==> src/hw/rtl/tpt_pkg.sv <==
// Package for the tween progress timer: payload structs of the request and
// response channels, command, mode, status and register codes, field widths.
// Depends on nothing.
package tpt_pkg;

   localparam int DUR_BITS = 24;
   localparam int IVL_BITS = 16;
   localparam int QUO_BITS = 16;
   localparam int PROG_BITS = 17;

   localparam logic [PROG_BITS-1:0] Q_ONE = 17'h10000;
   localparam logic [PROG_BITS-1:0] Q_HALF = 17'h08000;

   localparam logic [2:0] CMD_TICK = 3'd0;
   localparam logic [2:0] CMD_START = 3'd1;
   localparam logic [2:0] CMD_STOP = 3'd2;
   localparam logic [2:0] CMD_PAUSE = 3'd3;
   localparam logic [2:0] CMD_RESUME = 3'd4;
   localparam logic [2:0] CMD_TOGGLE = 3'd5;

   localparam logic [2:0] MODE_NORMAL = 3'd0;
   localparam logic [2:0] MODE_LOOPED = 3'd1;
   localparam logic [2:0] MODE_REVERSED = 3'd2;
   localparam logic [2:0] MODE_REV_LOOP = 3'd3;
   localparam logic [2:0] MODE_ALT = 3'd4;
   localparam logic [2:0] MODE_ALT_LOOP = 3'd5;

   localparam logic [1:0] STATUS_STOPPED = 2'd0;
   localparam logic [1:0] STATUS_RUNNING = 2'd1;
   localparam logic [1:0] STATUS_PAUSED = 2'd2;

   localparam logic REG_DURATION = 1'b0;
   localparam logic REG_INTERVAL = 1'b1;

   typedef struct packed {
      logic [2:0]  command;
      logic [15:0] delta_ms;
      logic [2:0]  start_mode;
   } req_payload_type;

   typedef struct packed {
      logic [PROG_BITS-1:0] progress;
      logic [1:0]           status;
      logic                 value_update;
      logic                 finished;
   } rsp_payload_type;

endpackage

==> src/hw/rtl/tween_progress_timer.sv <==
// Top level of the tween progress timer: command decode, elapsed and interval
// counters, a shared serial subtract unit for wrap and progress, APB registers.
// Depends on tpt_pkg.

// The timer takes one command per request transfer (tick, start, stop,
// pause, resume, toggle pause) and returns exactly one response transfer
// with the mapped progress in unsigned Q1.16, the run status after the
// command, and the update and finished flags. One request is in work at a
// time, and req_ready is low until its response is staged. A command whose
// raw progress is plainly one (zero duration, or elapsed at or past the
// duration) skips the division; any other command has its progress divided
// out, and a tick in a looped mode that runs past the duration first wraps
// the elapsed count. Both steps use the single shared compare-and-subtract
// unit: it first reduces the elapsed count modulo the duration, one elapsed
// bit per cycle, and then produces the 16 fraction bits of progress, one bit
// per cycle. The response sits in an output register, so the next request
// can be accepted while the previous response still waits for rsp_ready; a
// second computed response waits in its last state until that register
// frees up. The user must write the duration and interval registers over the
// APB port only while the timer is idle; the block itself does not enforce
// it. Duration lies at byte address 0 and interval at address 4.
module tween_progress_timer #(
   parameter int ELAPSED_BITS = 24
) (
   input  logic                     clock,
   input  logic                     reset,
   input  logic                     req_valid,
   output logic                     req_ready,
   input  tpt_pkg::req_payload_type req_payload,
   output logic                     rsp_valid,
   input  logic                     rsp_ready,
   output tpt_pkg::rsp_payload_type rsp_payload,
   input  logic                     psel,
   input  logic                     penable,
   input  logic                     pwrite,
   input  logic [2:0]               paddr,
   input  logic [31:0]              pwdata,
   output logic [31:0]              prdata,
   output logic                     pready
);
   import tpt_pkg::*;

   localparam int CMP_BITS = (ELAPSED_BITS > DUR_BITS) ? ELAPSED_BITS : DUR_BITS;
   localparam int CNT_BITS = $clog2(ELAPSED_BITS);

   typedef enum logic [4:0] {
      ST_IDLE = 5'b00001,
      ST_EVAL = 5'b00010,
      ST_MOD  = 5'b00100,
      ST_DIV  = 5'b01000,
      ST_DONE = 5'b10000
   } state_type;

   state_type                state_ff, state_in;
   logic [DUR_BITS-1:0]      dur_ff;
   logic [IVL_BITS-1:0]      ivl_ff;
   logic [1:0]               run_status_ff, run_status_in;
   logic [2:0]               mode_ff, mode_in;
   logic [ELAPSED_BITS-1:0]  elapsed_ff, elapsed_in;
   logic [IVL_BITS-1:0]      icount_ff, icount_in;
   logic [DUR_BITS-1:0]      rem_ff, rem_in;
   logic [QUO_BITS-1:0]      quo_ff, quo_in;
   logic [CNT_BITS-1:0]      cnt_ff, cnt_in;
   logic [PROG_BITS-1:0]     raw_ff, raw_in;
   logic                     upd_ff, upd_in;
   logic                     fin_ff, fin_in;
   logic                     chk_ff, chk_in;
   logic                     rsp_valid_ff, rsp_valid_in;
   rsp_payload_type          rsp_ff, rsp_in;

   // Tick arithmetic on the current counters.
   logic [ELAPSED_BITS:0]    elapsed_sum;
   logic [ELAPSED_BITS-1:0]  elapsed_sat;
   logic [IVL_BITS:0]        icount_sum;
   logic                     icount_hit;

   // Elapsed versus duration, both zero-extended to a common width.
   logic [CMP_BITS-1:0]      elapsed_ext;
   logic [CMP_BITS-1:0]      dur_ext;

   // The shared compare-and-subtract unit.
   logic                     shift_bit;
   logic [DUR_BITS:0]        step_shift;
   logic [DUR_BITS:0]        step_diff;
   logic                     step_ge;
   logic [DUR_BITS-1:0]      step_rem;
   logic [CMP_BITS-1:0]      rem_ext;

   logic                     cfg_write;
   logic [2:0]               start_mode;

   function automatic logic mode_wraps(input logic [2:0] mode);
      logic result;
      case (mode) inside
         MODE_LOOPED, MODE_REV_LOOP, MODE_ALT_LOOP: result = 1'b1;
         default: result = 1'b0;
      endcase
      return result;
   endfunction

   function automatic logic [PROG_BITS-1:0] map_progress(input logic [PROG_BITS-1:0] raw,
                                                         input logic [2:0] mode);
      logic [PROG_BITS-1:0] inv;
      logic [PROG_BITS-1:0] result;
      inv = Q_ONE - raw;
      case (mode) inside
         MODE_REVERSED, MODE_REV_LOOP: result = inv;
         MODE_ALT, MODE_ALT_LOOP: begin
            // Ping-pong: rise over the first half, fall over the second.
            result = (raw <= Q_HALF) ? {raw[PROG_BITS-2:0], 1'b0}
                                     : {inv[PROG_BITS-2:0], 1'b0};
         end
         default: result = raw;
      endcase
      return result;
   endfunction

   assign elapsed_sum = {1'b0, elapsed_ff} + (ELAPSED_BITS + 1)'(req_payload.delta_ms);
   assign elapsed_sat = elapsed_sum[ELAPSED_BITS] ? {ELAPSED_BITS{1'b1}}
                                                  : elapsed_sum[ELAPSED_BITS-1:0];
   assign icount_sum = {1'b0, icount_ff} + {1'b0, req_payload.delta_ms};
   assign icount_hit = icount_sum >= {1'b0, ivl_ff};

   assign elapsed_ext = CMP_BITS'(elapsed_ff);
   assign dur_ext = CMP_BITS'(dur_ff);

   // During the wrap the elapsed bits shift in from the top; during the
   // progress division zeros shift in, which scales the dividend by 2^16.
   assign shift_bit = (state_ff == ST_MOD) ? elapsed_ff[cnt_ff] : 1'b0;
   assign step_shift = {rem_ff, shift_bit};
   assign step_diff = step_shift - {1'b0, dur_ff};
   assign step_ge = step_shift >= {1'b0, dur_ff};
   assign step_rem = step_ge ? step_diff[DUR_BITS-1:0] : step_shift[DUR_BITS-1:0];
   assign rem_ext = CMP_BITS'(step_rem);

   // Start modes that mean nothing fall back to normal playback.
   assign start_mode = (req_payload.start_mode > MODE_ALT_LOOP) ? MODE_NORMAL
                                                                : req_payload.start_mode;

   assign req_ready = (state_ff == ST_IDLE);
   assign rsp_valid = rsp_valid_ff;
   assign rsp_payload = rsp_ff;

   always_comb begin
      state_in = state_ff;
      run_status_in = run_status_ff;
      mode_in = mode_ff;
      elapsed_in = elapsed_ff;
      icount_in = icount_ff;
      rem_in = rem_ff;
      quo_in = quo_ff;
      cnt_in = cnt_ff;
      raw_in = raw_ff;
      upd_in = upd_ff;
      fin_in = fin_ff;
      chk_in = chk_ff;
      rsp_in = rsp_ff;
      rsp_valid_in = rsp_valid_ff && !rsp_ready;

      unique case (state_ff)
         ST_IDLE: begin
            if (req_valid) begin
               upd_in = 1'b0;
               fin_in = 1'b0;
               chk_in = 1'b0;
               state_in = ST_EVAL;
               case (req_payload.command)
                  CMD_TICK: begin
                     if (run_status_ff == STATUS_RUNNING) begin
                        elapsed_in = elapsed_sat;
                        if (ivl_ff != '0) begin
                           icount_in = icount_hit ? '0 : icount_sum[IVL_BITS-1:0];
                        end
                        // A gated tick also acts when the counter stays at
                        // zero, as a zero delta on a cleared counter does.
                        if ((ivl_ff == '0) || icount_hit || (icount_sum == '0)) begin
                           upd_in = 1'b1;
                           chk_in = 1'b1;
                        end
                     end
                  end
                  CMD_START: begin
                     if (run_status_ff == STATUS_STOPPED) begin
                        mode_in = start_mode;
                        run_status_in = STATUS_RUNNING;
                        elapsed_in = '0;
                        icount_in = '0;
                        upd_in = 1'b1;
                     end else if (run_status_ff == STATUS_PAUSED) begin
                        mode_in = start_mode;
                        run_status_in = STATUS_RUNNING;
                     end
                  end
                  CMD_STOP: begin
                     if (run_status_ff != STATUS_STOPPED) begin
                        run_status_in = STATUS_STOPPED;
                        elapsed_in = '0;
                        icount_in = '0;
                        fin_in = 1'b1;
                     end
                  end
                  CMD_PAUSE: begin
                     if (run_status_ff == STATUS_RUNNING) begin
                        run_status_in = STATUS_PAUSED;
                     end
                  end
                  CMD_RESUME: begin
                     if (run_status_ff == STATUS_PAUSED) begin
                        run_status_in = STATUS_RUNNING;
                     end
                  end
                  CMD_TOGGLE: begin
                     if (run_status_ff == STATUS_PAUSED) begin
                        run_status_in = STATUS_RUNNING;
                     end else if (run_status_ff == STATUS_RUNNING) begin
                        run_status_in = STATUS_PAUSED;
                     end
                  end
                  default: begin
                  end
               endcase
            end
         end
         ST_EVAL: begin
            if (chk_ff && (elapsed_ext > dur_ext)) begin
               if (mode_wraps(mode_ff)) begin
                  if (dur_ff == '0) begin
                     elapsed_in = '0;
                     raw_in = Q_ONE;
                     state_in = ST_DONE;
                  end else begin
                     rem_in = '0;
                     cnt_in = CNT_BITS'(ELAPSED_BITS - 1);
                     state_in = ST_MOD;
                  end
               end else begin
                  // The final update clamps to the duration, which is full
                  // progress; the tween then ends and the counters clear.
                  run_status_in = STATUS_STOPPED;
                  elapsed_in = '0;
                  icount_in = '0;
                  fin_in = 1'b1;
                  raw_in = Q_ONE;
                  state_in = ST_DONE;
               end
            end else if ((dur_ff == '0) || (elapsed_ext >= dur_ext)) begin
               raw_in = Q_ONE;
               state_in = ST_DONE;
            end else begin
               rem_in = elapsed_ext[DUR_BITS-1:0];
               cnt_in = CNT_BITS'(QUO_BITS - 1);
               state_in = ST_DIV;
            end
         end
         ST_MOD: begin
            rem_in = step_rem;
            if (cnt_ff == '0) begin
               // The remainder is below the duration, so the progress
               // division continues from it without a reload.
               elapsed_in = rem_ext[ELAPSED_BITS-1:0];
               cnt_in = CNT_BITS'(QUO_BITS - 1);
               state_in = ST_DIV;
            end else begin
               cnt_in = cnt_ff - 1'b1;
            end
         end
         ST_DIV: begin
            rem_in = step_rem;
            quo_in = {quo_ff[QUO_BITS-2:0], step_ge};
            if (cnt_ff == '0) begin
               raw_in = {1'b0, quo_ff[QUO_BITS-2:0], step_ge};
               state_in = ST_DONE;
            end else begin
               cnt_in = cnt_ff - 1'b1;
            end
         end
         ST_DONE: begin
            if (!rsp_valid_ff || rsp_ready) begin
               rsp_in.progress = map_progress(raw_ff, mode_ff);
               rsp_in.status = run_status_ff;
               rsp_in.value_update = upd_ff;
               rsp_in.finished = fin_ff;
               rsp_valid_in = 1'b1;
               state_in = ST_IDLE;
            end
         end
         default: begin
            state_in = ST_IDLE;
         end
      endcase
   end

   always_ff @(posedge clock) begin
      if (reset) begin
         state_ff <= ST_IDLE;
         run_status_ff <= STATUS_STOPPED;
         mode_ff <= MODE_NORMAL;
         elapsed_ff <= '0;
         icount_ff <= '0;
         rsp_valid_ff <= 1'b0;
      end else begin
         state_ff <= state_in;
         run_status_ff <= run_status_in;
         mode_ff <= mode_in;
         elapsed_ff <= elapsed_in;
         icount_ff <= icount_in;
         rsp_valid_ff <= rsp_valid_in;
      end
   end

   always_ff @(posedge clock) begin
      rem_ff <= rem_in;
      quo_ff <= quo_in;
      cnt_ff <= cnt_in;
      raw_ff <= raw_in;
      upd_ff <= upd_in;
      fin_ff <= fin_in;
      chk_ff <= chk_in;
      rsp_ff <= rsp_in;
   end

   // Configuration registers. The word address selects the register; a
   // write lands in the access phase, and pready is tied high.
   assign pready = 1'b1;
   assign cfg_write = psel && penable && pwrite;

   always_ff @(posedge clock) begin
      if (reset) begin
         dur_ff <= DUR_BITS'(1000);
         ivl_ff <= '0;
      end else if (cfg_write) begin
         if (paddr[2] == REG_DURATION) begin
            dur_ff <= pwdata[DUR_BITS-1:0];
         end else begin
            ivl_ff <= pwdata[IVL_BITS-1:0];
         end
      end
   end

   always_comb begin
      if (paddr[2] == REG_INTERVAL) begin
         prdata = 32'(ivl_ff);
      end else begin
         prdata = 32'(dur_ff);
      end
   end

   // An accepted request always moves on to evaluation.
   assert property (@(posedge clock) disable iff (reset)
      req_valid && req_ready |=> state_ff == ST_EVAL)
      else $error("accepted request did not start evaluation");

   // The partial remainder stays below the duration while dividing.
   assert property (@(posedge clock) disable iff (reset)
      state_ff == ST_DIV |-> rem_ff < dur_ff)
      else $error("remainder not below duration during division");

   // A finished response always reports the stopped status.
   assert property (@(posedge clock) disable iff (reset)
      rsp_valid && rsp_payload.finished |-> rsp_payload.status == STATUS_STOPPED)
      else $error("finished response with a status other than stopped");

   // Mapped progress never exceeds one.
   assert property (@(posedge clock) disable iff (reset)
      rsp_valid |-> rsp_payload.progress <= Q_ONE)
      else $error("progress above one");

   // Once a wrap completes, the elapsed count lies below the duration.
   assert property (@(posedge clock) disable iff (reset)
      state_ff == ST_MOD && cnt_ff == '0 |=> elapsed_ext < dur_ext)
      else $error("wrapped elapsed count not below duration");

endmodule
==> config.mk <==
export PLATFORM = sky130hd
export DESIGN_NAME = tween_progress_timer
export DESIGN_NICKNAME = d
export VERILOG_FILES = /design/src/hw/rtl/tpt_pkg.sv /design/src/hw/rtl/tween_progress_timer.sv
export SDC_FILE = /design/constraint.sdc
export NUM_CORES = 1
export LEC_CHECK = 0
export BUFFER_PORTS_ARGS = -buffer_cell sky130_fd_sc_hd__buf_2
export CORE_MARGIN = 8
export CORE_UTILIZATION = 65
export CTS_CLUSTER_DIAMETER = 60
export DETAILED_ROUTE_END_ITERATION = 12
export PLACE_DENSITY_LB_ADDON = 0.15
export SLEW_MARGIN = 20
export SYNTH_ARGS = -nofsm -noshare
export SYNTH_HDL_FRONTEND = slang
export SYNTH_SLANG_ARGS = --single-unit
==> constraint.sdc <==
create_clock -name clock -period 7.3 [get_ports clock]
set_input_delay 0.365 -clock clock [delete_from_list [all_inputs] [get_ports clock]]
set_output_delay 0.365 -clock clock [all_outputs]
set_load 0.02 [all_outputs]
==> results.md, run 1 <==
- Placed Instance Area: 13300 um2
- Post-Route M1 WL: 15.0 mm
- Skew-Pair Late Insertion Delay: 0.44 ns
- GRT Total Usage: 0.285
- Clk pwr share: 0.352
- Share of the synthesized area in the top cell type: 0.200
- Met2 wire len: 15.8 mm
- IO Pins: 120
- # setup viols final: 0
- Compound-Gate Fraction of Synth Area: 0.231
- Ant. Diodes: 0
- Final worst path period need: 4.82 ns
- CTS Hold Bufs: 0
- Top Layer Used: met4
- DRT Pass-1 Iters: 5
- CP most frequent cell: mux4_2
- Status: completed
- Period utilization: 0.660
- Critical path's largest stage delay: 0.67 ns
- Worst slack at placement: 2.57 ns
- Area grow syn2layout: 9.11%
- Synthesized flop and latch total: 176
- Critical path, cell by cell: mux4_2 > mux4_2 > mux2_2 > nand2_1 > ha_1 > nand3_1 > nor4_1 > a31oi_1 > o21ai_2 > nor2_4 > inv_4 > mux2i_1 > o22ai_1
- Ranking of synthesized cells by area: edfxtp_1, dfxtp_1, ha_1
- Layout Nets: 1720
- Clock root buffer: clkbuf_16
- Core area: 19300 um2
- Mux share of post-synthesis cell area: 0.0363
- Adder-cell area share of the yosys netlist: 0.103
- Num rows: 51
- CTS buffer count: 17
- DIE WIDTH: 156 um
- Peak supply drop: 162 uV
- Cell area after layout: 13900 um2
- Clock sinks: 176
- Max-slew violations: 0
- Final Wtd Congestion: 0.975
- PortBufs: 100
- PD cells: 190 nW/um2
- Number of synthesized flops with an enable pin: 85
- Post-synthesis simple-gate area fraction: 0.191
- Max Fclk: 208 MHz
- Seq pwr share: 0.425
- Vias in the first global route: 10.7k
- Post-Syn Instances: 1493
- CP bufs+invs: 1
- Post-synth top area cell: edfxtp_1
- Int Power: 1750 uW
- Routed vias/inst: 6.32
- Post-Syn Area: 12700 um2
- Worst min-delay path category: input pin to flop
- YS warnings: 0
- Unique cell type count in the Yosys netlist: 95
- WL final: 35.0 mm
- Remaining DRCs: 0
- CP max-delay cell: edfxtp_1
- CP Data Required Time: 7.42 ns
- First-pass GRT wire length: 55.2 mm
- WL/cell: 19.1 um
- Register area share after synthesis: 0.344
- Layout cells sized above 1: 0.117
- Net Sw Power: 880 uW
- Final WS setup: 2.48 ns
- Hold Fails Final Rpt: 0
- Mean Syn Cell Area: 8.53 um2
- Largest net degree at the start of global routing: 51
- Family with the most delay on the worst path: multiplexers
- Fraction of registers with async set/reset: 0
- Clock buffer depth: 2
- Setup_tns: 0 ns
- Measured slew at the worst slew-check pin: 1.10 ns
- Startpoint types: flop
- Worst setup EP type: flop
- Largest family of logic cells by synthesized area: compound AO/OA/AOI/OAI gates
- Met3 Wirelength: 3.11 mm
- Post-CTS setup buffers: 0
- Rel. slew slack: 0.263
- Die Footprint: 24300 um2
- DPL Wire Length: 26.6 mm
- Logic pwr share: 0.223
- Grt ovf: 0
- Initial DRC Count: 1126
- Clock transition at the registers of the reported paths: 0.08 ns
- Synth Flop Type: dfxtp_1
- Vias: 11.6k
- Starting density of the core: 0.658
- Final Skew: 0.0140 ns
- Sw Ratio: 0.334
- Max-cap violations: 0
- Chip height: 156 um
- RSZ-0062 raised after global routing: false
- Worst path arrival time: 4.93 ns
- Routed Antenna Nets: 0
- Antenna violations before repair: 0
- H-tree depth: 4
- Setup CP Type: flop to flop
- CTS tree: done
- Critical path fanouts, max: 24
- Synth Area in XOR/XNOR: 0.0440
- Leak: 0.00561 uW
- Post-cts gate resize count: 0
## cell usage in the layout (no fill, tap or decap), drive strengths merged, types with 12 or more instances in the layout
| cell type | instances |
|---|---|
| edfxtp | 85 |
| xnor2 | 32 |
| a22o | 14 |
| dfxtp | 91 |
| o21a | 12 |
| mux2i | 27 |
| xor2 | 32 |
| nand3 | 25 |
| a31oi | 18 |
| nand2b | 12 |
| inv | 80 |
| buf | 109 |
| o211ai | 27 |
| a211oi | 14 |
| a21o | 27 |
| or3 | 13 |
| ha | 100 |
| nor3 | 24 |
| nor2 | 120 |
| a21oi | 133 |
| and2 | 24 |
| clkbuf | 18 |
| nand2 | 198 |
| o22ai | 19 |
| nand4 | 19 |
| nor2b | 14 |
| o21ai | 111 |
| nor4 | 16 |
## power by group through the flow
stage | logic [uW] | registers (uW) | clock network (uW)
floorplan | 435 | 1120 | 0
global placement | 556 | 1140 | 0
detailed placement | 568 | 1140 | 0
CTS | 573 | 1120 | 935
global route | 639 | 1120 | 974
finish | 587 | 1120 | 927
## cells in the mapped netlist, drive strengths merged (25+ instances only)
master,instances
o211ai,27
a21o,27
inv,72
edfxtp,85
mux2i,27
nor2,120
nand3,25
o21ai,111
a21oi,133
xor2,32
ha,100
nand2,198
xnor2,32
buf,34
clkbuf,41
dfxtp,91
## metal layers
metal,up-vias,track usage
met5,-,0
met4,0,0.116
met3,70,0.0501
met2,523,0.449
met1,5397,0.379
li1,5588,-
## cell families (layout without fill, tap and decap cells)
logic type / count (synthesis) / count (layout)
xor+xnor: 64 / 64
mux: 37 / 37
other cells: 2 / 9
flops: 176 / 176
simple gates: 508 / 508
fa+ha+maj: 103 / 103
compound gates: 455 / 455
buf+inv: 148 / 214
## sequential cells by signal, summed over array words and instances (netlist names), 2 cells and up
register       cells
rem_ff            24
elapsed_ext       24
cnt_ff             5
rsp_payload       21
raw_ff            17
state_ff           5
ivl_ff            16
mode_ff            3
icount_ff         16
dur_ext           24
quo_ff            15
run_status_ff      2
## worst reg2reg max path: stages (launching register included)
cell	delay, ns
edfxtp_1	0.67
mux4_2	0.60
mux4_2	0.47
mux2_2	0.30
nand2_1	0.10
ha_1	0.25
nand3_1	0.09
nor4_1	0.07
a31oi_1	0.53
o21ai_2	0.32
nor2_4	0.36
inv_4	0.24
mux2i_1	0.34
o22ai_1	0.15
## worst paths after layout
| path | to | slack, ns | from | cells after the start |
|---|---|---|---|---|
| min reg2reg | rsp_payload[0] | 0.43 | fin_ff | 0 |
| min | dur_ext[22] | 0.16 | pwdata[22] | 3 |
| max | rem_ff[9] | 2.48 | cnt_ff[0] | 13 |
| max reg2reg | rem_ff[9] | 2.48 | cnt_ff[0] | 13 |
## stage by stage
step                      instances  power [uW]  hold WS [ns]  utilization
after CTS                      1831        2630         0.142        0.718
after global placement         1799        1700         0.405        0.688
after floorplan                1500        1560         0.400            -
final                          1831        2640         0.156        0.718
after global routing           1831        2740         0.151        0.718
after detailed placement       1799        1710         0.417        0.688
## cell type report
type	instances	area [um2]
clock buffers	18	429
clock inverters	14	163
fillers	1565	5440
inverters	73	277
multi-input cells	1176	7750
flip-flops and latches	176	4370
well taps	265	332
repair buffers	109	568
(Power assumes the default switching activity.)
==> run 2, diff against run 1 <==
Settings changed: ABC_AREA from default to 1, CORE_UTILIZATION 65 to 55.
Clock period 7.3 ns to 4.3 ns, I/O delays scaled along.
==> run 2 against run 1 <==
  * Combinational power grew to 2.9 times the previous value
  * Area after synthesis grew 6.2%
  * Cell area grew 7.9%
  * Hold slack lost 0.14 ns
  * Via count grew 16%
  * Non-clock buffer count grew 22
  * Die area grew 23%
  * First-iteration DRC count grew 39%
  * Critical path type unchanged
  * Largest power group unchanged
==> results.md, run 2 <==
- Post-Syn Area: 13500 um2
- FF-to-FF setup slack: 0.61 ns
- Number of synthesized flops with an enable pin: 85
- RSZ-0062 raised after global routing: false
- CP max-delay cell: edfxtp_1
- Final worst path period need: 3.69 ns
- Worst path arrival time: 3.87 ns
- Measured slew at the worst slew-check pin: 0.880 ns
- Status: completed
- Final Skew: 0.0166 ns
- Initial DRC Count: 1563
- DIE WIDTH: 173 um
- Startpoint types: flop
- Setup_tns: 0 ns
- Core area: 24200 um2
- Layout Nets: 2235
- First-pass GRT wire length: 65.3 mm
- Clock sinks: 176
- WL/cell: 16.7 um
- Worst Hold End: dur_ext[3]
- Max-slew violations: 0
- Int Power: 3250 uW
- Synth Flop Type: dfxtp_1
- Chip height: 173 um
- CP Data Required Time: 4.48 ns
- Worst min-delay path category: input pin to flop
- Synth cell count leaders: nand2_1, inv_1, nor2_1, a21oi_1, nand3_1
- Reg2reg start: cnt_ff[1]
- IO Pins: 120
- Clock buffer depth: 2
- Vias in the first global route: 12.6k
- Ranking of synthesized cells by area: edfxtp_1, dfxtp_1, nand2_1
- Final core occ: 0.618
- YS warnings: 0
- PortBufs: 100
- Worst setup EP type: flop
- CP most frequent cell: nand2_1
- DRT Pass-1 Iters: 6
- GRT Total Usage: 0.266
- Share of the synthesized area in the top cell type: 0.189
- Clock root buffer: clkbuf_16
- Logic pwr share: 0.322
- Synthesized flop and latch total: 176
- Post-Syn Instances: 1973
- Starting density of the core: 0.558
- Critical path fanouts, max: 8
- Grt ovf: 0
- Remaining DRCs: 0
- Peak supply drop: 226 uV
- Mean Syn Cell Area: 6.85 um2
- Hold Path Depth: 3
- PD cells: 353 nW/um2
- Final Wtd Congestion: 0.957
- Leak: 0.00713 uW
- Worst hold start: pwdata[3]
- Final WS setup: 0.612 ns
- Die Footprint: 29900 um2
- CTS buffer count: 17
- Critical path's largest stage delay: 0.50 ns
- Sw Ratio: 0.385
- DPL Wire Length: 31.3 mm
- # setup viols final: 0
- Ant. Diodes: 0
- Unique cell type count in the Yosys netlist: 52
- WL final: 40.2 mm
- Skew-Pair Late Insertion Delay: 0.45 ns
- Net Sw Power: 2040 uW
- Area grow syn2layout: 10.9%
- Hold Fails Final Rpt: 0
- Vias: 13.4k
- Post-synth top area cell: edfxtp_1
- R2r worst-path depth: 22
- Layout cells sized above 1: 0.0990
- Most frequent cells in the layout: nand2_1, inv_1, nor2_1
- Rel. slew slack: 0.413
- H-tree depth: 4
- Worst slack at placement: 0.706 ns
- Clk pwr share: 0.304
- Max-cap violations: 0
- Max Fclk: 271 MHz
- Post-CTS setup buffers: 0
- Fraction of registers with async set/reset: 0
- Register area share after synthesis: 0.323
- Commonest non-fill, non-tap cell in the layout: nand2_1
- Routed Antenna Nets: 0
- CTS tree: done
- Period utilization: 0.858
- Antenna violations before repair: 0
- Count leader, synth: nand2_1
- Clock transition at the registers of the reported paths: 0.08 ns
- Num rows: 57
- Critical path, cell by cell: inv_1 > a21oi_1 > o21ai_0 > nand3_1 > nand3_1 > nand2_1 > inv_1 > o21ai_0 > nand2_1 > ha_1 > fa_1 > o21ai_0 > buf_4 > nand2_1 > nand2_1 > nand4_1 > nand3_1 > nand2_1 > nand2_1 > nand2_1 > nand2_1 > o21ai_0
- Routed vias/inst: 5.57
- Setup CP Type: flop to flop
- Largest net degree at the start of global routing: 60
- RR Endpoint: rem_ff[22]
- Seq pwr share: 0.374
-- run 2: changes by cell type in the layout (fill, tap and decap cells not counted), sizes merged, moves of 22 or more --
| cell | previous run | this run |
|---|---|---|
| a21oi | 133 | 171 |
| nor2 | 120 | 220 |
| nand3 | 25 | 154 |
| nand2 | 198 | 461 |
| mux2i | 27 | 0 |
| o21ai | 111 | 165 |
| inv | 80 | 283 |
| a21o | 27 | 5 |
-- run 2: how the worst max path moves through the flow --
stage	startpoint	end	depth (start not counted)
CTS	cnt_ff[1]	rem_ff[3]	21
global route	cnt_ff[1]	rem_ff[22]	22
floorplan	dur_ext[23]	cnt_ff[0]	15
global placement	cnt_ff[1]	rem_ff[1]	21
detailed placement	cnt_ff[1]	rem_ff[3]	21
finish	cnt_ff[1]	rem_ff[22]	22
-- run 2: what timing repair did --
action,CTS,global route
resized for setup,0,0
hold endpoints to repair,3,0
endpoints found under the setup margin,0,0
hold buffers,3,0
-- run 2: cells by family after synthesis --
| family | count (synthesis) | synth area share |
|---|---|---|
| and+or+nand+nor | 919 | 0.292 |
| AOI/OAI and AO/OA | 383 | 0.155 |
| buffers and inverters | 344 | 0.103 |
| DFF | 176 | 0.323 |
| adders and majority gates | 103 | 0.0970 |
| xor gates and xnor gates | 46 | 0.0298 |
| other | 2 | 0.000555 |
-- run 2: critical path, delay by kind of cell, from the launching register on --
kind            cells  cell delay, ns
compound gates      5            0.75
fa+ha+maj           2            0.67
flops               1            0.50
simple gates       12            1.12
buf+inv             3            0.40
-- run 2: power by group through the flow --
stage,registers (uW),logic [uW],clock network [uW]
after floorplan,1980,1240,0
after global placement,2010,1620,0
after detailed placement,2010,1660,0
after CTS,1970,1680,1620
after global routing,1990,1920,1680
final,1980,1700,1610
-- run 2: final cells by class --
| class | count | area, um2 |
|---|---|---|
| sequential | 176 | 4370 |
| multi-input combinational | 1460 | 7810 |
| timing repair buffer | 131 | 741 |
| inverter | 282 | 1060 |
| clock buffer | 17 | 425 |
| clock inverter | 15 | 183 |
| tap | 324 | 405 |
| fill | 2297 | 9250 |
-- run 2: per-layer routing --
layer | GRT usage | up-vias | wire length, um | part of all wire
li1 | - | 6703 | - | -
met1 | 0.362 | 6050 | 17600 | 0.44
met2 | 0.432 | 570 | 18300 | 0.45
met3 | 0.0392 | 72 | 3310 | 0.082
met4 | 0.0762 | 0 | 950 | 0.024
met5 | 0 | - | 0 | 0
-- run 2: per-stage QoR --
stage          std cells  total power, uW  hold slack, ns  instance area (um2)
2_1_floorplan       1980             3220           0.341                13500
3_3_place_gp        2370             3630           0.419                14300
3_5_place_dp        2370             3670           0.420                14300
4_1_cts             2405             5260         0.00533                15000
5_1_grt             2405             5590          0.0325                15000
6_report            2405             5290          0.0160                15000
